<file path="config.mk">
export PLATFORM = sky130hd
export DESIGN_NAME = dpr_fifo
export DESIGN_NICKNAME = d
export VERILOG_FILES = /design/src/rtl/core/dpr_pkg.sv /design/src/rtl/core/dpr_fifo.sv
export SDC_FILE = /design/constraint.sdc
export NUM_CORES = 1
export LEC_CHECK = 0
export ABC_AREA = 0
export BUFFER_PORTS_ARGS = -buffer_cell sky130_fd_sc_hd__buf_2
export CAP_MARGIN = 20
export CORE_MARGIN = 3
export CORE_UTILIZATION = 50
export CTS_CLUSTER_SIZE = 24
export DETAILED_ROUTE_END_ITERATION = 12
export PLACE_DENSITY = 0.71
export SLEW_MARGIN = 30
export SYNTH_ARGS = -nofsm -noshare
export SYNTH_HDL_FRONTEND = slang
export SYNTH_SLANG_ARGS = --single-unit
</file>
<file path="constraint.sdc">
create_clock -name i_clk -period 5.2 [get_ports i_clk]
set_clock_uncertainty 0.05 [all_clocks]
set_input_delay 0.26 -clock i_clk [delete_from_list [all_inputs] [get_ports i_clk]]
set_output_delay 0.26 -clock i_clk [all_outputs]
set_load 0.1 [all_outputs]
</file>
<file path="src/rtl/core/dpr_pkg.sv">
// Package for the disparity-to-point reprojection block: field widths,
// register indexes, reset values and the front-to-back job record.
// No dependencies.
package dpr_pkg;

    // Field widths
    localparam int DISP_W  = 16;   // disparity, unsigned Q12.4
    localparam int COORD_W = 12;   // column and row fields
    localparam int FOC_W   = 16;   // focal length, Q12.4
    localparam int BASE_W  = 12;   // baseline in mm
    localparam int SIZE_W  = 13;   // image width and height
    localparam int MAG_W   = 13;   // |2*coord - size|, half pixels
    localparam int PZ_W    = FOC_W + BASE_W;   // F * T
    localparam int PXY_W   = MAG_W + BASE_W;   // |u2| * T
    localparam int NUM_W   = 29;   // rounded numerator fed to the dividers
    localparam int Q_W     = 16;   // quotient bits developed per divider
    localparam int OUT_W   = 16;   // result fields
    localparam int LANES   = 3;    // depth, lateral, vertical

    // Configuration port
    localparam int CFG_IDX_W  = 3;
    localparam int CFG_DATA_W = 16;

    typedef enum logic [CFG_IDX_W-1:0] {
        CFG_FOCAL  = 3'd0,
        CFG_BASE   = 3'd1,
        CFG_MIN    = 3'd2,
        CFG_WIDTH  = 3'd3,
        CFG_HEIGHT = 3'd4
    } t_cfg_idx;

    localparam logic [FOC_W-1:0]  FOCAL_RST  = 16'd8000;
    localparam logic [BASE_W-1:0] BASE_RST   = 12'd120;
    localparam logic [DISP_W-1:0] MIN_RST    = 16'd0;
    localparam logic [SIZE_W-1:0] WIDTH_RST  = 13'd640;
    localparam logic [SIZE_W-1:0] HEIGHT_RST = 13'd480;

    // Queue between front and back
    localparam int FIFO_DEPTH = 4;
    localparam int FIFO_AW    = $clog2(FIFO_DEPTH);
    localparam int FIFO_CW    = FIFO_AW + 1;

    // Per-pixel flags that ride along with the arithmetic
    typedef struct packed {
        logic pv;      // point valid
        logic last;    // last pixel of frame
        logic neg_x;   // column left of center
        logic neg_y;   // row above center
    } t_side;

    // One classified pixel, products formed, waiting for division
    typedef struct packed {
        logic [PZ_W-1:0]   prod_z;
        logic [PXY_W-1:0]  prod_x;
        logic [PXY_W-1:0]  prod_y;
        logic [DISP_W-1:0] disp;
        t_side             side;
    } t_job;

    // Queue status seen by front and back
    typedef struct packed {
        logic empty;
        logic full;
    } t_fifo_stat;

endpackage

</file>
<file path="src/rtl/core/dpr_fifo.sv">
// Short job queue between the front end and the divider back end.
// Flop storage, head read combinationally. Depends on dpr_pkg.
module dpr_fifo import dpr_pkg::*; (
    input  logic       i_clk,
    input  logic       i_rst_n,
    input  logic       i_push,
    input  t_job       i_job,
    input  logic       i_pop,
    output t_job       o_head,
    output t_fifo_stat o_stat
);

    t_job               r_mem [0:FIFO_DEPTH-1];
    logic [FIFO_AW-1:0] r_wr, r_rd;
    logic [FIFO_CW-1:0] r_count, n_count;
    logic               w_push, w_pop;

    assign o_stat.empty = (r_count == '0);
    assign o_stat.full  = (r_count == FIFO_CW'(FIFO_DEPTH));
    assign w_push       = i_push && !o_stat.full;
    assign w_pop        = i_pop && !o_stat.empty;
    assign o_head       = r_mem[r_rd];

    // Occupancy
    always_comb begin
        n_count = r_count;
        case ({w_push, w_pop})
            2'b10:   n_count = r_count + 1'b1;
            2'b01:   n_count = r_count - 1'b1;
            default: n_count = r_count;
        endcase
    end

    always_ff @(posedge i_clk) begin
        if (!i_rst_n) begin
            r_wr    <= '0;
            r_rd    <= '0;
            r_count <= '0;
        end else begin
            if (w_push) r_wr <= r_wr + 1'b1;
            if (w_pop)  r_rd <= r_rd + 1'b1;
            r_count <= n_count;
        end
    end

    // Storage
    always_ff @(posedge i_clk) begin
        if (w_push) r_mem[r_wr] <= i_job;
    end

    a_count_bound: assert property (@(posedge i_clk) disable iff (!i_rst_n)
        r_count <= FIFO_CW'(FIFO_DEPTH))
        else $error("queue occupancy beyond depth");

    a_count_up: assert property (@(posedge i_clk) disable iff (!i_rst_n)
        (w_push && !w_pop) |=> (r_count == $past(r_count) + 1'b1))
        else $error("queue count did not rise on push");

    a_count_down: assert property (@(posedge i_clk) disable iff (!i_rst_n)
        (w_pop && !w_push) |=> (r_count == $past(r_count) - 1'b1))
        else $error("queue count did not fall on pop");

endmodule

</file>
Word level (Yosys, flattened, before mapping) --
Memory sizes are Yosys's and may differ from the RTL's. A register that Yosys moved wholly into a read port is not among the register bits. Cells that the tools add are included.
Operators by class: $add $sub $neg 4, equality and inequality tests 3, multiplexer cells 5, reduce and logical (&&, ||, !) cells 6
Operators with widths (count):
- one-hot mux 3 bit (2 select lines) | 1
- adder 2 x 1 -> 2 bit (second input constant) | 2
- 2-to-1 mux 2 bit | 2
- adder 3 x 1 -> 3 bit (second input constant) | 1
- equality test 3 bit (second input constant) | 1
- zero test 3 bit | 1
- subtractor 3 x 1 -> 3 bit (second input constant) | 1
- equality test 2 x 1 -> 1 bit (second input constant) | 1
- equality test 2 bit (second input constant) | 1
- logical AND 1 bit | 2
- zero test 1 bit | 2
- 2-to-1 mux 1 bit | 2
- nonzero test 2 bit | 1
Storage, ports and cells: register bits after elaboration 7, RAM bits 392, output and inout bits 100, memories kept 1
Memory list:
- r_mem | words 4, bits a word 98, rd ports 1, clocked after memory_dff 1, write ports 1, line dpr_fifo.sv:13 | t_job r_mem [0:FIFO_DEPTH-1];

Longest topological paths before layout --
depth after elaboration 5, depth in mapped cells 10

Worst setup path after synthesis --
OpenSTA, ideal clock, no wires.
kind reg-to-reg, from register r_count[2], to memory r_mem[0][0] (netlist bit) (enable), library setup time 693 ps, data arrival time 4121 ps, data required time 4457 ps, slack 336 ps, stages on the path, launching flop included 5, path through dfxtp_1 > nor3b_1 > nor2b_1 > clkbuf_1 > and2_1
RTL lines:
- from (decl) | line dpr_fifo.sv:15 | logic [FIFO_CW-1:0] r_count, n_count;
- from (signal assigned) | line dpr_fifo.sv:42 | r_count <= n_count;
- to (decl) | line dpr_fifo.sv:13

==> results.toml <==
[worst_setup_path]
crit_arrival_ns = 2.71
cpMaxStageDelayCell = "dfxtp_4"
path_buf_inv = 3
rrSetupSlack_ns = 2.50
path_cells = "buf_16, buf_4, mux4_2, buf_2"
end_kind = "output port"
critPathMaxFanout = 44
cp-start-kind = "flop"
critical_path.top_delay_family = "buffers and inverters"
crit_required_ns = 4.89
critPathKind = "flop to output port"
max_stage_delay_ns = 0.67

[power]
p_per_area_nw_per_um2 = 584
vdd_drop_max_v = 0.000496
power_leakage_nw = 6.17
power_frac_clock = 0.246
p_sw_frac = 0.409
p_sw_w = 0.00437
power_frac_seq = 0.376
power.internal_w = 0.00631
combPwrFrac = 0.378

[yosys]
postSynthAreaPerCell_sq_um = 25.8
netlist_instances = 566
yosysTopAreaCell = "edfxtp_1"
yosys_warnings = 0
yosys-top-cells-area = "edfxtp_1, mux4_2, dfxtp_1"
yosys.area.top_type_share = 0.806
ys_seq_area_frac = 0.818
synth_most_common_cell = "edfxtp_1"
synth-edff-count = 392
synthArstFlopShare = 0
netlist_area_sq_um = 14600
synth_nets = 674
synth_ff_type = "edfxtp_1"
synth-seq-cells = 401
ys_top_cells_by_count = "edfxtp_1, mux4_2, buf_2"
synth.distinct_cells = 24

[placed_design]
dp_hpwl_um = 16400
port_buffers = 201
place.gp.congestion = 0.725
dp_cells = 1132

[detailed_routing]
avgRoutedWirePerCell_um = 21.8
ant_nets = 0
firstDrtPassIters = 5
via_per_inst = 5.38
first_iter_violations = 685
drt-total-wl_um = 28300
drc_errors = 0
num_vias = 6989

[global_route]
use_met1 = 0.249
antenna_found_initial = 0
overflow = 0
grtUsageMet2 = 0.311
grt_pass1_wl_um = 44000
grt_max_degree = 59
busiest_layer = "met2"
use_met3 = 0.0412
grt_use_total = 0.185
grt_pass1_vias = 7579

[clock_tree]
clock_sinks = 401
clk_pin_slew_ns = 0.06
worstSkewPairLatency_ns = 0.50
cts_resized = 0
cts_tree = "built"
ctsLongestPathBuffers = 3
root_buffer = "clkbuf_16"
cts_htree_levels = 2
numCtsBuffers = 41

[sta]
finalSetupViolations = 0
finalCriticalPeriod_ns = 3.02
period_share = 0.580
rsz0062_at_grt = "no"
fin_tns_setup_ns = 0
maxSlewViolCount = 0
hold_viol_final = 0
max_freq_mhz = 332
maxSlewHeadroom = 0.404
worst_pin_slew_ns = 0.894

[layout]
nets = 1004
syn_to_final_growth_pct = 25.1
fillers = 1872
diodes = 0
drive_gt1_frac = 0.396
fin_cells = 1300

[die]
die_y_um = 177
core_area_sq_um = 28300
io_pins = 202
fp.dieArea_sq_um = 31300
die_w_um = 177
rows = 61
start_util = 0.516

[flow_run]
max_cap_violations = 0

[status]
status = "completed"

[worst_hold_path]
hp-class = "input pin to flop"
## power groups by stage
stage	clock [W]	sequential, W	combinational, W
2_1_floorplan	0	0.00403	0.00345
3_3_place_gp	0	0.00414	0.00387
3_5_place_dp	0	0.00414	0.00393
4_1_cts	0.00268	0.00408	0.00401
5_1_grt	0.00282	0.00405	0.00418
6_report	0.00262	0.00402	0.00404
## layout make-up
class	instances	area [sq um]	area share
Multi-Input combinational cell	135	2490	0.136
Timing Repair Buffer	311	2140	0.117
Sequential cell	401	12000	0.654
Clock buffer	50	1060	0.0580
Tap cell	378	473	0.0259
Inverter	6	22.5	0.00123
Clock inverter	19	133	0.00726
## routing by layer
layer  wire, um  share of wire  vias to the layer above
met5          0              0                        -
met4        525          0.019                        0
met3       1830          0.065                       40
met2      14400           0.51                      234
met1      11600           0.41                     3629
li1           -              -                     3086
## metrics by stage
stage	total power (W)	worst slack [ns]	util	instance area, sq um	hold slack, ns
6_report	0.0107	2.18	0.646	18300	0.0538
5_1_grt	0.0111	2.05	0.646	18300	0.0377
4_1_cts	0.0108	1.87	0.645	18300	0.0278
3_5_place_dp	0.00807	2.42	0.568	16100	0.426
3_3_place_gp	0.00801	2.38	0.566	16000	0.416
2_1_floorplan	0.00748	0.336	-	14600	0.309
## what timing repair did
action	CTS	global route
setup buffers	0	0
hold buffers	98	0
hold endpoints to repair	392	0
## sequential cells by signal (all words and copies together) (netlist names), named ones only
name / flops
r_mem: 392
r_count: 3
r_rd: 2
r_wr: 2
## cells in the final DEF, fill, tap and decap left out, types with 4 or more instances in the layout
cell             n
o21ai_0          5
buf_2          201
ha_1             5
and2_4           4
clkbuf_16       41
inv_1            6
clkbuf_1         9
mux4_2          98
clkinv_1        12
nand2_1          7
buf_4            8
clkinv_2         4
edfxtp_1       392
dlygate4sd3_1   98
dfxtp_1          7
## worst paths after layout
kind                                  to  cells past startpoint                    start
setup / recovery              o_head[25]                      4                     flop
hold / removal      r_wr[1]$_SDFFE_PN0P_                      3                  i_rst_n
setup reg to reg  r_mem[3][60]$_DFFE_PP_                      4  r_count[0]$_SDFFE_PN0P_
hold reg to reg                     flop                      2     r_rd[0]$_SDFFE_PN0P_
## worst reg2reg max path, stage by stage (launching register included)
cell and delay [ns]:
dfxtp_1 0.41, nor3b_1 0.09, nor2b_1 0.49, and2_4 0.64, buf_4 0.61
## cell families (layout without fill, tap and decap cells)
group / count (synthesis) / after routing / share of synthesized area
simple gates: 20 / 20 / 0.00771
buf+inv: 30 / 386 / 0.0123
xor+xnor: 2 / 2 / 0.00120
flops: 401 / 401 / 0.818
compound gates: 7 / 7 / 0.00274
fa+ha+maj: 6 / 6 / 0.00565
mux: 100 / 100 / 0.152
Note: power is estimated with default switching activity, not from simulation.
