--- config.mk ---
export PLATFORM = sky130hd
export DESIGN_NAME = dpr_back
export DESIGN_NICKNAME = d
export VERILOG_FILES = /design/src/rtl/core/dpr_pkg.sv /design/src/rtl/core/dpr_back.sv
export SDC_FILE = /design/constraint.sdc
export NUM_CORES = 2
export LEC_CHECK = 0
export BUFFER_PORTS_ARGS = -buffer_cell sky130_fd_sc_hd__buf_2
export CAP_MARGIN = 20
export CORE_MARGIN = 2
export CORE_UTILIZATION = 40
export CTS_CLUSTER_SIZE = 24
export DETAILED_ROUTE_END_ITERATION = 16
export PLACE_DENSITY = 0.53
export SLEW_MARGIN = 5
export SYNTH_ARGS = -nofsm -noshare
export SYNTH_HDL_FRONTEND = slang
export SYNTH_SLANG_ARGS = --single-unit
export TNS_END_PERCENT = 10
--- constraint.sdc ---
create_clock -name i_clk -period 146.6 [get_ports i_clk]
set_input_delay 29.32 -clock i_clk [delete_from_list [all_inputs] [get_ports i_clk]]
set_output_delay 29.32 -clock i_clk [all_outputs]
set_load 0.01 [all_outputs]
--- src/rtl/core/dpr_pkg.sv ---
// Package for the disparity-to-point reprojection block: field widths,
// register indexes, reset values and the front-to-back job record.
// No dependencies.
package dpr_pkg;

    // Field widths
    localparam int DISP_W  = 16;   // disparity, unsigned Q12.4
    localparam int COORD_W = 12;   // column and row fields
    localparam int FOC_W   = 16;   // focal length, Q12.4
    localparam int BASE_W  = 12;   // baseline in mm
    localparam int SIZE_W  = 13;   // image width and height
    localparam int MAG_W   = 13;   // |2*coord - size|, half pixels
    localparam int PZ_W    = FOC_W + BASE_W;   // F * T
    localparam int PXY_W   = MAG_W + BASE_W;   // |u2| * T
    localparam int NUM_W   = 29;   // rounded numerator fed to the dividers
    localparam int Q_W     = 16;   // quotient bits developed per divider
    localparam int OUT_W   = 16;   // result fields
    localparam int LANES   = 3;    // depth, lateral, vertical

    // Configuration port
    localparam int CFG_IDX_W  = 3;
    localparam int CFG_DATA_W = 16;

    typedef enum logic [CFG_IDX_W-1:0] {
        CFG_FOCAL  = 3'd0,
        CFG_BASE   = 3'd1,
        CFG_MIN    = 3'd2,
        CFG_WIDTH  = 3'd3,
        CFG_HEIGHT = 3'd4
    } t_cfg_idx;

    localparam logic [FOC_W-1:0]  FOCAL_RST  = 16'd8000;
    localparam logic [BASE_W-1:0] BASE_RST   = 12'd120;
    localparam logic [DISP_W-1:0] MIN_RST    = 16'd0;
    localparam logic [SIZE_W-1:0] WIDTH_RST  = 13'd640;
    localparam logic [SIZE_W-1:0] HEIGHT_RST = 13'd480;

    // Queue between front and back
    localparam int FIFO_DEPTH = 4;
    localparam int FIFO_AW    = $clog2(FIFO_DEPTH);
    localparam int FIFO_CW    = FIFO_AW + 1;

    // Per-pixel flags that ride along with the arithmetic
    typedef struct packed {
        logic pv;      // point valid
        logic last;    // last pixel of frame
        logic neg_x;   // column left of center
        logic neg_y;   // row above center
    } t_side;

    // One classified pixel, products formed, waiting for division
    typedef struct packed {
        logic [PZ_W-1:0]   prod_z;
        logic [PXY_W-1:0]  prod_x;
        logic [PXY_W-1:0]  prod_y;
        logic [DISP_W-1:0] disp;
        t_side             side;
    } t_job;

    // Queue status seen by front and back
    typedef struct packed {
        logic empty;
        logic full;
    } t_fifo_stat;

endpackage

--- src/rtl/core/dpr_back.sv ---
// Back end: rounding bias, saturation check, three pipelined restoring
// dividers (one quotient bit per stage) and result formatting. Depends on dpr_pkg.
module dpr_back import dpr_pkg::*; (
    input  logic             i_clk,
    input  logic             i_rst_n,
    input  t_job             i_head,
    input  t_fifo_stat       i_fifo,
    output logic             o_pop,
    output logic             o_valid,
    input  logic             i_ready,
    output logic             o_pv,
    output logic [OUT_W-1:0] o_depth,
    output logic [OUT_W-1:0] o_lateral,
    output logic [OUT_W-1:0] o_vertical,
    output logic             o_last
);

    logic r_out_valid;
    logic w_en;

    // Whole back pipeline advances unless the result register is held
    assign w_en  = !r_out_valid || i_ready;
    assign o_pop = w_en && !i_fifo.empty;

    // Stage 0: numerators with half-divisor rounding bias
    logic              r0_valid;
    logic [NUM_W-1:0]  r0_num [0:LANES-1];
    logic [DISP_W-1:0] r0_disp;
    t_side             r0_side;
    logic [NUM_W-1:0]  w_bias;

    assign w_bias = NUM_W'(i_head.disp[DISP_W-1:1]);

    always_ff @(posedge i_clk) begin
        if (!i_rst_n) begin
            r0_valid <= 1'b0;
        end else if (w_en) begin
            r0_valid <= !i_fifo.empty;
        end
    end

    always_ff @(posedge i_clk) begin
        if (w_en) begin
            r0_num[0] <= NUM_W'(i_head.prod_z) + w_bias;
            r0_num[1] <= NUM_W'({i_head.prod_x, 3'b000}) + w_bias;
            r0_num[2] <= NUM_W'({i_head.prod_y, 3'b000}) + w_bias;
            r0_disp   <= i_head.disp;
            r0_side   <= i_head.side;
        end
    end

    // Divider stages: index 0 holds the saturation check, each later index
    // one more quotient bit
    logic              r_valid [0:Q_W];
    logic [DISP_W-1:0] r_disp  [0:Q_W];
    t_side             r_side  [0:Q_W];
    logic              r_sat   [0:Q_W][0:LANES-1];
    logic [Q_W-1:0]    r_rem   [0:Q_W][0:LANES-1];
    logic [Q_W-1:0]    r_low   [0:Q_W][0:LANES-1];
    logic [Q_W-1:0]    r_q     [0:Q_W][0:LANES-1];

    logic [Q_W:0]      w_trial [0:Q_W-1][0:LANES-1];
    logic              w_fit   [0:Q_W-1][0:LANES-1];

    always_comb begin
        for (int s = 0; s < Q_W; s++) begin
            for (int l = 0; l < LANES; l++) begin
                w_trial[s][l] = {r_rem[s][l], r_low[s][l][Q_W-1]};
                w_fit[s][l]   = w_trial[s][l] >= {1'b0, r_disp[s]};
            end
        end
    end

    always_ff @(posedge i_clk) begin
        if (!i_rst_n) begin
            for (int s = 0; s <= Q_W; s++) r_valid[s] <= 1'b0;
        end else if (w_en) begin
            r_valid[0] <= r0_valid;
            for (int s = 1; s <= Q_W; s++) r_valid[s] <= r_valid[s-1];
        end
    end

    always_ff @(posedge i_clk) begin
        if (w_en) begin
            // quotient would need more than Q_W bits
            r_disp[0] <= r0_disp;
            r_side[0] <= r0_side;
            for (int l = 0; l < LANES; l++) begin
                r_sat[0][l] <= DISP_W'(r0_num[l][NUM_W-1:Q_W]) >= r0_disp;
                r_rem[0][l] <= Q_W'(r0_num[l][NUM_W-1:Q_W]);
                r_low[0][l] <= r0_num[l][Q_W-1:0];
                r_q[0][l]   <= '0;
            end
            // one restoring step per stage
            for (int s = 0; s < Q_W; s++) begin
                r_disp[s+1] <= r_disp[s];
                r_side[s+1] <= r_side[s];
                for (int l = 0; l < LANES; l++) begin
                    r_sat[s+1][l] <= r_sat[s][l];
                    r_rem[s+1][l] <= w_fit[s][l] ?
                                     Q_W'(w_trial[s][l] - {1'b0, r_disp[s]}) :
                                     w_trial[s][l][Q_W-1:0];
                    r_low[s+1][l] <= {r_low[s][l][Q_W-2:0], 1'b0};
                    r_q[s+1][l]   <= {r_q[s][l][Q_W-2:0], w_fit[s][l]};
                end
            end
        end
    end

    // Result formatting: saturate, apply sign, zero invalid points
    t_side          w_fs;
    logic [OUT_W-1:0] w_depth, w_lat, w_vert;
    logic           w_big_x, w_big_y;
    logic [Q_W-1:0] w_qx, w_qy;

    always_comb begin
        w_fs    = r_side[Q_W];
        w_qx    = r_q[Q_W][1];
        w_qy    = r_q[Q_W][2];
        w_big_x = r_sat[Q_W][1] || w_qx[Q_W-1];
        w_big_y = r_sat[Q_W][2] || w_qy[Q_W-1];
        w_depth = r_sat[Q_W][0] ? '1 : OUT_W'(r_q[Q_W][0]);
        if (w_fs.neg_x) w_lat = w_big_x ? 16'h8000 : OUT_W'(16'd0 - w_qx);
        else            w_lat = w_big_x ? 16'h7FFF : OUT_W'(w_qx);
        if (w_fs.neg_y) w_vert = w_big_y ? 16'h8000 : OUT_W'(16'd0 - w_qy);
        else            w_vert = w_big_y ? 16'h7FFF : OUT_W'(w_qy);
        if (!w_fs.pv) begin
            w_depth = '0;
            w_lat   = '0;
            w_vert  = '0;
        end
    end

    // Result register
    logic             r_out_pv, r_out_last;
    logic [OUT_W-1:0] r_out_depth, r_out_lat, r_out_vert;

    always_ff @(posedge i_clk) begin
        if (!i_rst_n) begin
            r_out_valid <= 1'b0;
        end else if (w_en) begin
            r_out_valid <= r_valid[Q_W];
        end
    end

    always_ff @(posedge i_clk) begin
        if (w_en) begin
            r_out_pv    <= w_fs.pv;
            r_out_last  <= w_fs.last;
            r_out_depth <= w_depth;
            r_out_lat   <= w_lat;
            r_out_vert  <= w_vert;
        end
    end

    assign o_valid    = r_out_valid;
    assign o_pv       = r_out_pv;
    assign o_last     = r_out_last;
    assign o_depth    = r_out_depth;
    assign o_lateral  = r_out_lat;
    assign o_vertical = r_out_vert;

    a_invalid_zero: assert property (@(posedge i_clk) disable iff (!i_rst_n)
        (r_out_valid && !r_out_pv) |->
        (r_out_depth == '0 && r_out_lat == '0 && r_out_vert == '0))
        else $error("invalid point carries nonzero coordinates");

endmodule

After elaboration in Yosys (flattened, before gate mapping)
Memories as Yosys holds them, arrays and structs flattened. A register that Yosys moved wholly into a read port is not among the register bits.
Index checks and enable logic that the tools add are counted.
- output and inout bits: 52
- latch bits: 0
- flip-flop bits (word level): 71
- memories kept: 8
- logic and storage cells: 224
- memory bits (read-only): 0
- input port bits: 103
- bits in writable memories: 2943
- divide/modulo/power cells: 0
- multiply operators: 0
- reductions and logical operators: 7
- shift operators: 0
- mux-type cells: 77
- order comparisons: 51
- equality and inequality tests: 0
- $add $sub $neg: 53
- bitwise operators: 17
- memories (name ; words ; bits a word ; read ports ; clocked after Yosys merged registers in ; wr ports ; RTL line ; source):
    r_low ; 17 ; 48 ; 16 ; 0 ; 17 ; dpr_back.sv:59 ; logic [Q_W-1:0] r_low [0:Q_W][0:LANES-1];
    r_q ; 17 ; 48 ; 17 ; 0 ; 17 ; dpr_back.sv:60 ; logic [Q_W-1:0] r_q [0:Q_W][0:LANES-1];
    r_rem ; 17 ; 48 ; 16 ; 0 ; 17 ; dpr_back.sv:58 ; logic [Q_W-1:0] r_rem [0:Q_W][0:LANES-1];
    r_disp ; 17 ; 16 ; 16 ; 0 ; 17 ; dpr_back.sv:55 ; logic [DISP_W-1:0] r_disp [0:Q_W];
    r0_num ; 3 ; 29 ; 3 ; 0 ; 3 ; dpr_back.sv:27 ; logic [NUM_W-1:0] r0_num [0:LANES-1];
    r_side ; 17 ; 4 ; 17 ; 0 ; 17 ; dpr_back.sv:56 ; t_side r_side [0:Q_W];
    +2 memories ; - ; - ; - ; - ; - ; - ;
- operators with widths (kind ; number):
    two-way mux 16 bit ; 55
    greater-or-equal comparator 17 x 16 -> 1 bit ; 48
    subtractor 16 bit ; 48
    adder 28 x 15 -> 29 bit ; 3
    greater-or-equal comparator 13 x 16 -> 1 bit ; 3
    subtractor 1 x 16 -> 16 bit, first input constant ; 2
    two-way mux 1 bit ; 22
    OR 1 bit ; 17
    logical NOT 1 bit ; 3
    logical OR 1 bit ; 3
    logical AND 1 bit ; 1

Depth between registers and ports, before layout
- word-level depth: 6
- depth in mapped cells: 14
- mapped depth without buffers: 12

Worst setup path before layout
No wires, ideal clock.
- path kind: input to register
- start point: input port i_ready
- end point: register r_out_depth[0] (netlist: o_depth[0]) (enable)
- slack: 76.152 ns
- stages: 2
- data required time: 144.267 ns
- arrival time: 68.114 ns
- buffers on the path: 0
- cell sequence: nor2b_1 inv_1
- word-level cells in the longest chain between the ends: 1
- ends and longest elaborated chain (item ; RTL line ; source):
    start: declaration ; dpr_back.sv:10 ; input logic i_ready,
    logical OR 1 bit ; dpr_back.sv:22 ; assign w_en = !r_out_valid || i_ready;
    end signal: assignment ; dpr_back.sv:150 ; r_out_depth <= w_depth;
    end: declaration ; dpr_back.sv:136 ; logic [OUT_W-1:0] r_out_depth, r_out_lat, r_out_vert;
No other way between the ends.
A chain may end at the register's enable or synchronous reset.

Final worst setup path
- start point: input port i_ready
- end point: output port o_pop
- word-level cells in the longest chain between the ends: 2
- ends and longest elaborated chain (item ; RTL line ; source):
    logical OR 1 bit ; dpr_back.sv:22 ;
    logical AND 1 bit ; dpr_back.sv:23 ; assign o_pop = w_en && !i_fifo.empty;
    end: declaration ; dpr_back.sv:8 ; output logic o_pop,
No other way between the ends.

==> reports/qor.yml <==
setup_tns_ns: 0
power_density_nw_per_um2: 21.53
drt-pass1-iter-count: 14
start_util: 0.4019
final_util: 0.4489
cp_top_family: "simple AND/OR/NAND/NOR gates"
max-clock-path-buffers: 4
post_cts_resize_count: 0
worstMarginPinSlew_ns: 1.189
crit_arrival_ns: 30.21
path_cells: "buf_2, nor2b_1, nor2_1, buf_2"
die_x_um: 520.1
drv_slew: 0
syn_nets: 9533
layout_setup_ws_ns: 87.07
cp.required_ns: 117.28
nNetsFinal: 9841
slowest_stage: "nor2b_1"
pre_cts_slack_ns: 87.06
grtUsageTotal: 0.1982
coreArea_um2: 265100
ys_ff_latch: 2030
max-vdd-ir-drop_uv: 11.25
root_buffer: "clkbuf_16"
outcome: "complete, but fails checks"
synthCells: 8543
cp.buffers_inverters: 2
drt_iter0_drc: 5513
synthArstFlopShare: 0
synth_warnings: 0
placed_area_um2: 111700
io_buffers: 153
max_stage_delay_ns: 0.51
crit_fanout: 6
leakage_nw: 48.10
synth_edf_count: 2028
path_clk_slew_ns: 0.06
violations: "DRC"
avgSynthCellArea_um2: 12.47
cts_made_buffers: 229
antenna_found_initial: 13
fmax_mhz: 16.80
grt_max_degree: 188
layout_common_cells: "edfxtp_1, ha_1, a21oi_1"
yosysSeqAreaShare: 0.5720
clock_latency_ns: 0.93
rows: 189
synth_ff_type: "edfxtp_1"
drc: 12
vias: 67470
clock_skew_ns: 0.1072
routed_via_density: 5.369
grt_pass1_wl_um: 409200
drt-total-wl_um: 273000
finalSetupViolCount: 0
die-height_um: 520.1
postCtsSetupRepairBufs: 0
total_power_mw: 2.563
finalCritPeriodShare: 0.4060
layout_commonest_cell: "edfxtp_1"
dp.final_hpwl_um: 211700
final.min_clock_period_ns: 59.53
grt_overflow_total: 0
syn_area_um2: 106500
cts_tree: "built"
startpoint_type: "input port"
finish.instance_area_um2: 119000
wire_per_inst_um: 21.72
grt_pass1_vias: 65160
clkSinkCount: 2030
hold_viol_final: 0
routabilityCongestion: 0.9352
final_layout_size_suffix_gt1_frac: 0.1015
htree_levels: 4
hold_path.class: "reg2reg"
cpMostUsedCell: "buf_2"
ant_nets: 0
postCtsHoldBufs: 0
slew_headroom: 0.2002
rsz0062_at_grt: "no"
worstSetupEndpointType: "output port"
areaGrowthSynthToFinish_pct: 11.72
ios: 155
dieArea_um2: 270500
path_class: "in2out"
synth_cell_types: 92
maxCapViolCount: 0
[report_power, final]
| part | switching (mW) | internal, mW | leakage (nW) | total [mW] |
|---|---|---|---|---|
| Combinational | 0.590 | 0.433 | 22.9 | 1.02 |
| Sequential | 0.105 | 0.880 | 21.7 | 0.985 |
| Clock | 0.232 | 0.323 | 3.51 | 0.554 |
| Total | 0.927 | 1.64 | 48.1 | 2.56 |
[metal layers]
metal / part of all wire / track usage / up-vias / wire, um
met3: 0.044 / 0.02421 / 353 / 12030
met2: 0.44 / 0.3072 / 1554 / 121000
li1: - / - / 32770 / -
met4: 0.026 / 0.05145 / 0 / 7020
met1: 0.49 / 0.2936 / 32800 / 133000
met5: 0 / 0 / - / 0
[path summary, 6_finish.rpt]
check | start | endpoint | slack, ns | cells after the start
max | i_ready | o_pop | 87.07 | 4
min | r_sat[13][0]$_DFFE_PN_ | r_sat[14][0]$_DFFE_PN_ | 0.36 | 0
max reg2reg | o_valid$_SDFFE_PN0N_ | r_rem[1][11]$_DFFE_PN_ | 140.83 | 7
min reg2reg | r_sat[13][0]$_DFFE_PN_ | r_sat[14][0]$_DFFE_PN_ | 0.36 | 0
[sequential cells by signal, indices dropped and copies added, names as in the netlist, 4 cells and up]
name and flops:
r_side 68, r_low 318, r_valid 17, r_rem 759
o_depth 16, o_vertical 16, r_q 408, r0_disp 16
r_disp 256, r_sat 51, r0_side 4, r0_num 81
o_lateral 16
[logic make-up after synthesis]
family                   Yosys count  synth area share
adder cells (fa/ha/maj)          887            0.1076
buffers and inverters            657           0.02387
multiplexers                     369           0.03822
AND/OR/NAND/NOR                 2010           0.09211
XOR/XNOR                         579           0.04760
AO/OA/AOI/OAI                   2011            0.1186
flip-flops                      2030            0.5720
[stage by stage]
stage,hold WS [ns],instances
after floorplan,0.4003,8543
after global placement,0.4002,12150
after detailed placement,0.4045,12150
after CTS,0.3541,12560
after global routing,0.3655,12570
final,0.3555,12570
[final cells by class]
class                   instances  area (um2)
inverters                     521        1963
multi-input cells            5856       43160
diodes                          4       10.01
fillers                     24010      146100
clock inverters               143        1309
repair buffers                213        1287
flip-flops and latches       2030       60940
clock buffers                 268        5919
well taps                    3533        4420
[cell usage after synthesis, types with 102 or more instances]
library cell	instances	area, um2
xnor2_1	348	3048
edfxtp_1	2028	60900
o21a_1	119	893.4
mux2_2	295	3322
nand3_1	129	645.6
nor3_1	163	815.8
a21o_1	224	1682
nor2b_1	157	982.2
inv_1	520	1952
a21oi_1	573	2868
ha_1	839	10500
nand2b_1	128	800.8
nor2_1	510	1914
xor2_1	231	2023
clkbuf_1	102	382.9
nand2_1	529	1986
o21ai_0	529	2648
(Power assumes the default switching activity.)
