<file path="src/rtl/core/dpr_pkg.sv">
// Package for the disparity-to-point reprojection block: field widths,
// register indexes, reset values and the front-to-back job record.
// No dependencies.
package dpr_pkg;

    // Field widths
    localparam int DISP_W  = 16;   // disparity, unsigned Q12.4
    localparam int COORD_W = 12;   // column and row fields
    localparam int FOC_W   = 16;   // focal length, Q12.4
    localparam int BASE_W  = 12;   // baseline in mm
    localparam int SIZE_W  = 13;   // image width and height
    localparam int MAG_W   = 13;   // |2*coord - size|, half pixels
    localparam int PZ_W    = FOC_W + BASE_W;   // F * T
    localparam int PXY_W   = MAG_W + BASE_W;   // |u2| * T
    localparam int NUM_W   = 29;   // rounded numerator fed to the dividers
    localparam int Q_W     = 16;   // quotient bits developed per divider
    localparam int OUT_W   = 16;   // result fields
    localparam int LANES   = 3;    // depth, lateral, vertical

    // Configuration port
    localparam int CFG_IDX_W  = 3;
    localparam int CFG_DATA_W = 16;

    typedef enum logic [CFG_IDX_W-1:0] {
        CFG_FOCAL  = 3'd0,
        CFG_BASE   = 3'd1,
        CFG_MIN    = 3'd2,
        CFG_WIDTH  = 3'd3,
        CFG_HEIGHT = 3'd4
    } t_cfg_idx;

    localparam logic [FOC_W-1:0]  FOCAL_RST  = 16'd8000;
    localparam logic [BASE_W-1:0] BASE_RST   = 12'd120;
    localparam logic [DISP_W-1:0] MIN_RST    = 16'd0;
    localparam logic [SIZE_W-1:0] WIDTH_RST  = 13'd640;
    localparam logic [SIZE_W-1:0] HEIGHT_RST = 13'd480;

    // Queue between front and back
    localparam int FIFO_DEPTH = 4;
    localparam int FIFO_AW    = $clog2(FIFO_DEPTH);
    localparam int FIFO_CW    = FIFO_AW + 1;

    // Per-pixel flags that ride along with the arithmetic
    typedef struct packed {
        logic pv;      // point valid
        logic last;    // last pixel of frame
        logic neg_x;   // column left of center
        logic neg_y;   // row above center
    } t_side;

    // One classified pixel, products formed, waiting for division
    typedef struct packed {
        logic [PZ_W-1:0]   prod_z;
        logic [PXY_W-1:0]  prod_x;
        logic [PXY_W-1:0]  prod_y;
        logic [DISP_W-1:0] disp;
        t_side             side;
    } t_job;

    // Queue status seen by front and back
    typedef struct packed {
        logic empty;
        logic full;
    } t_fifo_stat;

endpackage

</file>
<file path="src/rtl/core/dpr_front.sv">
// Front end: configuration registers, input acceptance, pixel classification
// and the products F*T and |u2|*T, |v2|*T. Depends on dpr_pkg.
module dpr_front import dpr_pkg::*; #(
    parameter int COORD_BITS = 12
) (
    input  logic                  i_clk,
    input  logic                  i_rst_n,
    input  logic                  i_cfg_we,
    input  logic [CFG_IDX_W-1:0]  i_cfg_idx,
    input  logic [CFG_DATA_W-1:0] i_cfg_wdata,
    input  logic                  i_valid,
    output logic                  o_ready,
    input  logic [DISP_W-1:0]     i_disp,
    input  logic [COORD_W-1:0]    i_col,
    input  logic [COORD_W-1:0]    i_row,
    input  logic                  i_last,
    input  t_fifo_stat            i_fifo,
    output logic                  o_push,
    output t_job                  o_job
);

    localparam int UsedBits = (COORD_BITS < COORD_W) ? COORD_BITS : COORD_W;
    localparam logic [COORD_W-1:0] CoordMask = COORD_W'((33'd1 << UsedBits) - 33'd1);

    // Configuration registers
    logic [FOC_W-1:0]  r_focal;
    logic [BASE_W-1:0] r_base;
    logic [DISP_W-1:0] r_min;
    logic [SIZE_W-1:0] r_width;
    logic [SIZE_W-1:0] r_height;

    always_ff @(posedge i_clk) begin
        if (!i_rst_n) begin
            r_focal  <= FOCAL_RST;
            r_base   <= BASE_RST;
            r_min    <= MIN_RST;
            r_width  <= WIDTH_RST;
            r_height <= HEIGHT_RST;
        end else if (i_cfg_we) begin
            case (i_cfg_idx)
                CFG_FOCAL:  r_focal  <= i_cfg_wdata[FOC_W-1:0];
                CFG_BASE:   r_base   <= i_cfg_wdata[BASE_W-1:0];
                CFG_MIN:    r_min    <= i_cfg_wdata[DISP_W-1:0];
                CFG_WIDTH:  r_width  <= i_cfg_wdata[SIZE_W-1:0];
                CFG_HEIGHT: r_height <= i_cfg_wdata[SIZE_W-1:0];
                default: ;
            endcase
        end
    end

    // Front stalls as a unit when its last stage cannot hand off
    logic r_a_valid, r_b_valid;
    logic w_en;
    assign w_en    = !r_b_valid || !i_fifo.full;
    assign o_ready = w_en;
    assign o_push  = r_b_valid && !i_fifo.full;

    // Stage A: classify, center offsets in half pixels
    logic [COORD_W-1:0] w_col, w_row;
    logic [SIZE_W-1:0]  w_twice_x, w_twice_y;
    logic               w_neg_x, w_neg_y, w_pv;
    logic [MAG_W-1:0]   w_mag_x, w_mag_y;

    always_comb begin
        w_col     = i_col & CoordMask;
        w_row     = i_row & CoordMask;
        w_twice_x = {w_col, 1'b0};
        w_twice_y = {w_row, 1'b0};
        w_neg_x   = w_twice_x < r_width;
        w_neg_y   = w_twice_y < r_height;
        w_mag_x   = w_neg_x ? (r_width - w_twice_x) : (w_twice_x - r_width);
        w_mag_y   = w_neg_y ? (r_height - w_twice_y) : (w_twice_y - r_height);
        w_pv      = (i_disp != '0) && (i_disp >= r_min);
    end

    logic [DISP_W-1:0] r_a_disp;
    logic [MAG_W-1:0]  r_a_mag_x, r_a_mag_y;
    t_side             r_a_side;

    always_ff @(posedge i_clk) begin
        if (!i_rst_n) begin
            r_a_valid <= 1'b0;
        end else if (w_en) begin
            r_a_valid <= i_valid;
        end
    end

    always_ff @(posedge i_clk) begin
        if (w_en) begin
            r_a_disp       <= i_disp;
            r_a_mag_x      <= w_mag_x;
            r_a_mag_y      <= w_mag_y;
            r_a_side.pv    <= w_pv;
            r_a_side.last  <= i_last;
            r_a_side.neg_x <= w_neg_x;
            r_a_side.neg_y <= w_neg_y;
        end
    end

    // Stage B: products
    t_job r_b_job;

    always_ff @(posedge i_clk) begin
        if (!i_rst_n) begin
            r_b_valid <= 1'b0;
        end else if (w_en) begin
            r_b_valid <= r_a_valid;
        end
    end

    always_ff @(posedge i_clk) begin
        if (w_en) begin
            r_b_job.prod_z <= PZ_W'(r_focal) * PZ_W'(r_base);
            r_b_job.prod_x <= PXY_W'(r_a_mag_x) * PXY_W'(r_base);
            r_b_job.prod_y <= PXY_W'(r_a_mag_y) * PXY_W'(r_base);
            r_b_job.disp   <= r_a_disp;
            r_b_job.side   <= r_a_side;
        end
    end

    assign o_job = r_b_job;

endmodule

</file>
<file path="config.mk">
export PLATFORM = sky130hd
export DESIGN_NAME = dpr_front
export DESIGN_NICKNAME = d
export VERILOG_FILES = /design/src/rtl/core/dpr_pkg.sv /design/src/rtl/core/dpr_front.sv
export SDC_FILE = /design/constraint.sdc
export NUM_CORES = 1
export LEC_CHECK = 0
export ABC_AREA = 0
export BUFFER_PORTS_ARGS = -buffer_cell sky130_fd_sc_hd__buf_2
export CORE_MARGIN = 2
export CORE_UTILIZATION = 55
export CTS_CLUSTER_SIZE = 28
export DETAILED_ROUTE_END_ITERATION = 6
export PLACE_DENSITY = 0.74
export RECOVER_POWER = 25
export SLEW_MARGIN = 20
export SYNTH_ARGS = -nofsm -noshare
export SYNTH_HDL_FRONTEND = slang
export SYNTH_SLANG_ARGS = --single-unit
</file>
<file path="constraint.sdc">
create_clock -name i_clk -period 8.3 [get_ports i_clk]
set_input_delay 0.415 -clock i_clk [delete_from_list [all_inputs] [get_ports i_clk]]
set_output_delay 0.415 -clock i_clk [all_outputs]
set_load 0.05 [all_outputs]
</file>
==> Word level (Yosys, flattened, before mapping) <==
Cells that the tools add are included.
{ "word_totals": {"input_bits": 66, "word_cells": 50, "ff_bits": 216} }
{ "op_classes": {"reduce_logical": 12, "add_sub_neg": 4, "eq_ne": 4, "order_cmp": 3, "mux": 2, "multipliers": 3} }
{ "ops": {"columns": ["cell", "n"], "rows": [
  ["$sub A13 B13 Y13", 4],
  ["$mul A13 B12 Y25", 2],
  ["$mul A16 B12 Y28", 1],
  ["$lt A13 B13 Y1", 2],
  ["$mux W13", 2],
  ["$ge A16 B16 Y1", 1],
  ["$reduce_bool A16 Y1", 1],
  ["$reduce_and A2 Y1", 5],
  ["$eq A3 B2 Y1 const B", 2],
  ["$eq A3 B1 Y1 const B", 1],
  ["$eq A3 B3 Y1 const B", 1],
  ["$logic_not A3 Y1", 1],
  ["$logic_and A1 B1 Y1", 2],
  ["$logic_not A1 Y1", 2],
  ["$logic_or A1 B1 Y1", 1]
]} }

==> Depth between registers and ports, before layout <==
{ "logic_depth": {"word_depth": 2, "depth_mapped": 21} }

==> Worst setup path before layout <==
OpenSTA, ideal clock, no wires.
{ "synth_timing": {"path_kind": "reg-to-reg", "from": "reg r_base[3]", "to": "reg r_b_job (netlist bit o_job[41]) (data pin)", "arrival_ns": 5.118, "setup_slack_ns": 2.918, "stages_incl_launch_ff": 20, "required_ns": 8.035, "path_cell_list": "dfxtp_1 > clkbuf_1 > clkbuf_1 > nand2_1 > fa_1 > fa_1 > inv_1 > fa_1 > fa_1 > inv_1 > fa_1 > inv_1 > ha_1 > a21oi_1 > o21ai_1 > a221oi_2 > a21oi_1 > o32a_1 > a41oi_1 > o41ai_1"} }
{ "synth_via": {"elab_chain_cells": 1} }
{ "synth_rtl": {"columns": ["item", "line", "text"], "rows": [
  ["from (decl)", "dpr_front.sv:27", "logic [BASE_W-1:0] r_base;"],
  ["from (signal assigned)", "dpr_front.sv:42", "CFG_BASE: r_base <= i_cfg_wdata[BASE_W-1:0];"],
  ["$mul A13 B12 Y25", "dpr_front.sv:115", "r_b_job.prod_y <= PXY_W'(r_a_mag_y) * PXY_W'(r_base);"],
  ["to (decl)", "dpr_front.sv:101", "t_job r_b_job;"]
]} }
No other way between the ends.
A chain may end at the register's enable or synchronous reset.

==> Worst setup path in the final report <==
{ "layout_timing": {"from": "reg r_base[0]", "to": "reg r_b_job (netlist bit o_job[41]) (data pin)"} }
Same word-level chain as after synthesis.

==> impl_metrics.py <==
metrics = {
    "pwr": {
        "vdd_ir_drop_max_mv": 0.406,
        "cellPowerDensity_mw_per_mm2": 314,
        "leakage_nw": 14.1,
    },
    "final_layout": {
        "layout.nets": 3553,
        "drive_gt1_share_pct": 7.92,
        "diodes": 0,
        "synthToLayoutAreaGrowth_pct": 8.04,
        "fin_util_pct": 60.1,
    },
    "cts": {
        "cts_inserted_buffers": 27,
        "clk-insertion-delay-late_ns": 0.57,
        "clockBufferDepth": 3,
        "clkTransAtPathRegs_ns": 0.06,
        "root_buffer": "clkbuf_16",
        "post_cts_resized": 0,
        "h-tree-depth": 1,
        "cts_setup_buffers": 0,
        "ctsHoldBuffers": 1,
        "cts_tree": "built",
        "clock-sinks": 216,
    },
    "critical_path": {
        "cp.required_ns": 8.61,
        "end_kind": "register",
        "crit_start": "r_base[0]",
        "r2r_setup_slack_ns": 1.56,
        "worstPathArrival_ns": 7.05,
        "criticalPathCategory": "register to register",
        "r2r-start": "r_base[0]",
        "reg2reg_depth": 17,
        "timing.rr.end": "o_job[41]",
        "start_kind": "register",
        "endpoint": "o_job[41]",
        "crit_fanout": 41,
    },
    "die": {
        "dieArea_mm2": 0.0489,
        "die_x_um": 221,
        "rows": 79,
        "die_y_um": 221,
        "coreArea_mm2": 0.0466,
        "ios": 166,
        "initial_core_util_pct": 55.7,
    },
    "logic_synthesis": {
        "postSynthAreaPerCell_um2": 9.28,
        "synth.distinct_cells": 61,
        "synthFlopType": "edfxtp_1",
        "synthCells": 2793,
        "syn-cell-area_mm2": 0.0259,
        "syn_nets": 3477,
        "yosysSeqAreaShare_pct": 22.3,
        "synthArstFlopShare_pct": 0,
        "ys_seq_elements": 216,
        "yosys_warnings": 0,
        "synth_edf_count": 144,
    },
    "timing": {
        "worst_slew_pin_slew_ns": 2.16,
        "fmaxAchievable_ghz": 0.148,
        "setup_viol_count_final": 0,
        "min_period_ns": 6.74,
        "max_slew_margin_pct": -44.2,
        "finClkSkew_ns": 0.00856,
        "period_share_pct": 81.2,
        "finalHoldViolCount": 0,
        "totalNegativeSetupSlack_ns": 0,
        "rsz0062_at_grt": "no",
        "slew_violations": 74,
    },
    "detailed_routing": {
        "wl_met1_um": 24000,
        "wl_um": 57100,
        "dr_total_vias": 18912,
        "routedWlPerCell_um": 16.3,
        "ant_nets": 0,
        "drtPass1Iterations": 5,
        "dr.first_iter.drc_count": 1087,
        "via_per_inst": 5.41,
        "route.met2.wl_um": 27600,
        "top_layer": "met4",
        "drc": 0,
        "dr_wl_met3_um": 4110,
    },
    "run": {
        "max-cap-violations": 2,
    },
    "run_status": {
        "status": "finished with violations",
        "violations": "max-capacitance violations, max-slew violations",
    },
    "worst_hold_path": {
        "hp-start": "i_valid",
        "hp-class": "input pin to register",
    },
    "global_routing": {
        "grt_start_max_net_pins": 73,
        "globalRouteTotalUtil_pct": 23.8,
        "grt_overflow_total": 0,
        "grt_pass1_wl_um": 95700,
        "grt_pass1_vias": 19737,
        "antenna_found_initial": 0,
    },
    "placed_design": {
        "dp_hpwl_um": 43500,
        "port_buffers": 164,
        "gp_congestion": 0.884,
    },
}
kinds of logic (layout without fill, tap and decap cells):
logic type               after synthesis  after routing  synth area share (%)
XOR/XNOR                              82             82                  2.77
multiplexers                          21             21                 0.811
flip-flops                           216            216                  22.3
AO/OA/AOI/OAI                        333            333                  8.76
AND/OR/NAND/NOR                      845            845                  15.1
buffers and inverters                678            775                  9.90
adder cells (fa/ha/maj)              618            618                  40.4
cells in the final DEF, fill, tap and decap left out, types with 13 or more instances in the layout:
| cell type | netlist | layout |
|---|---|---|
| a21boi_0 | 60 | 60 |
| a21o_1 | 40 | 40 |
| a21oi_1 | 82 | 82 |
| and2_1 | 196 | 194 |
| and3_1 | 13 | 13 |
| buf_2 | 1 | 145 |
| clkbuf_1 | 126 | 20 |
| clkbuf_16 | 0 | 30 |
| dfxtp_1 | 72 | 67 |
| edfxtp_1 | 144 | 144 |
| fa_1 | 364 | 364 |
| ha_1 | 254 | 254 |
| inv_1 | 548 | 548 |
| mux2i_1 | 21 | 21 |
| nand2_1 | 487 | 487 |
| nand2b_1 | 13 | 13 |
| nand3_1 | 21 | 21 |
| nor2_1 | 52 | 52 |
| nor2b_1 | 20 | 20 |
| nor3_1 | 13 | 13 |
| o211ai_1 | 14 | 14 |
| o21ai_0 | 51 | 51 |
| xnor2_1 | 59 | 59 |
| xor2_1 | 23 | 23 |
registers in the layout (all words and copies together) (netlist names), 4 cells and up:
name	flops
r_height	13
r_base	12
r_a_mag_y	13
o_job	98
r_width	13
r_focal	16
r_a_disp	16
r_a_mag_x	13
r_min	16
r_a_side	4
worst min-delay path by stage:
stage	cells after the start	end	slack (ns)
after floorplan	0	o_job[0]	0.40
after global placement	0	o_job[2]	0.40
after detailed placement	0	o_job[19]	0.40
after CTS	1	r_a_disp[7]	0.04
after global routing	3	r_a_valid	0.1
final	3	r_a_valid	0.09
final cells by class:
class | count | area [µm²]
clock buffer | 33 | 782
timing repair buffer | 177 | 897
fill | 3920 | 18600
clock inverter | 17 | 148
sequential | 216 | 5770
tap | 607 | 759
multi-input combinational | 1899 | 17600
inverter | 548 | 2060
Yosys cell counts, drive strengths merged, types with 2 or more instances:
cell | n | area, µm²
ha | 254 | 3180
nor2b | 20 | 125
a21boi | 60 | 450
and3 | 15 | 100
nand3 | 21 | 105
nand2 | 487 | 1830
o21ai | 53 | 265
o211ai | 14 | 105
nor3 | 13 | 65.1
a31oi | 7 | 43.8
a21oi | 83 | 419
o21a | 12 | 90.1
nand2b | 13 | 81.3
o2111ai | 2 | 17.5
and4 | 6 | 52.6
or3 | 4 | 25.0
o31a | 3 | 26.3
or2 | 7 | 43.8
a41oi | 2 | 17.5
o41ai | 6 | 71.3
buf | 4 | 35.0
a221o | 3 | 31.3
xnor2 | 59 | 517
o22a | 3 | 26.3
a211o | 4 | 35.0
xor2 | 23 | 201
a211oi | 11 | 82.6
inv | 548 | 2060
nor2 | 52 | 195
o31ai | 3 | 36.3
a31o | 4 | 35.0
nor4 | 5 | 31.3
nand4 | 5 | 31.3
and2 | 196 | 1230
clkbuf | 126 | 473
o21bai | 8 | 60.1
a221oi | 7 | 80.1
a21o | 40 | 300
dfxtp | 72 | 1440
mux2i | 21 | 210
fa | 364 | 7290
edfxtp | 144 | 4320
per-layer routing:
metal / up-vias / global-route usage (%)
li1: 8844 / -
met1: 9352 / 31.4
met2: 623 / 40.7
met3: 93 / 3.86
met4: 0 / 6.34
met5: - / 0
power breakdown:
group | switching (mW) | total [mW] | leakage [nW] | internal, mW
Sequential | 0.161 | 1.75 | 2.14 | 1.59
Clock | 0.495 | 1.20 | 0.461 | 0.709
Combinational | 3.52 | 5.84 | 11.5 | 2.32
Total | 4.18 | 8.80 | 14.1 | 4.62
worst max-delay path: stages (launching register included):
cell      delay [ns]
dfxtp_1         0.33
clkbuf_1        1.55
nand2_1         0.29
fa_1            0.64
inv_1           0.05
fa_1            0.49
fa_1            0.55
inv_1           0.05
fa_1            0.48
inv_1           0.04
ha_1            0.36
a21oi_1         0.23
o21ai_1         0.11
a221oi_2        0.36
a21oi_1         0.16
o32a_1          0.41
a41oi_1         0.25
o41ai_1         0.11
stage by stage:
step / power, mW / hold WS (ns) / instance area, µm² / cells / setup WS [ns]
global route: 9.65 / 0.0961 / 28000 / 3497 / 1.10
detailed placement: 7.57 / 0.405 / 27100 / 3446 / 2.26
CTS: 8.81 / 0.0367 / 28000 / 3497 / 2.24
global placement: 7.37 / 0.401 / 27100 / 3446 / 2.02
floorplan: 6.32 / 0.400 / 25900 / 2793 / 2.92
finish: 8.80 / 0.0935 / 28000 / 3497 / 1.56
(Power assumes the default switching activity.)
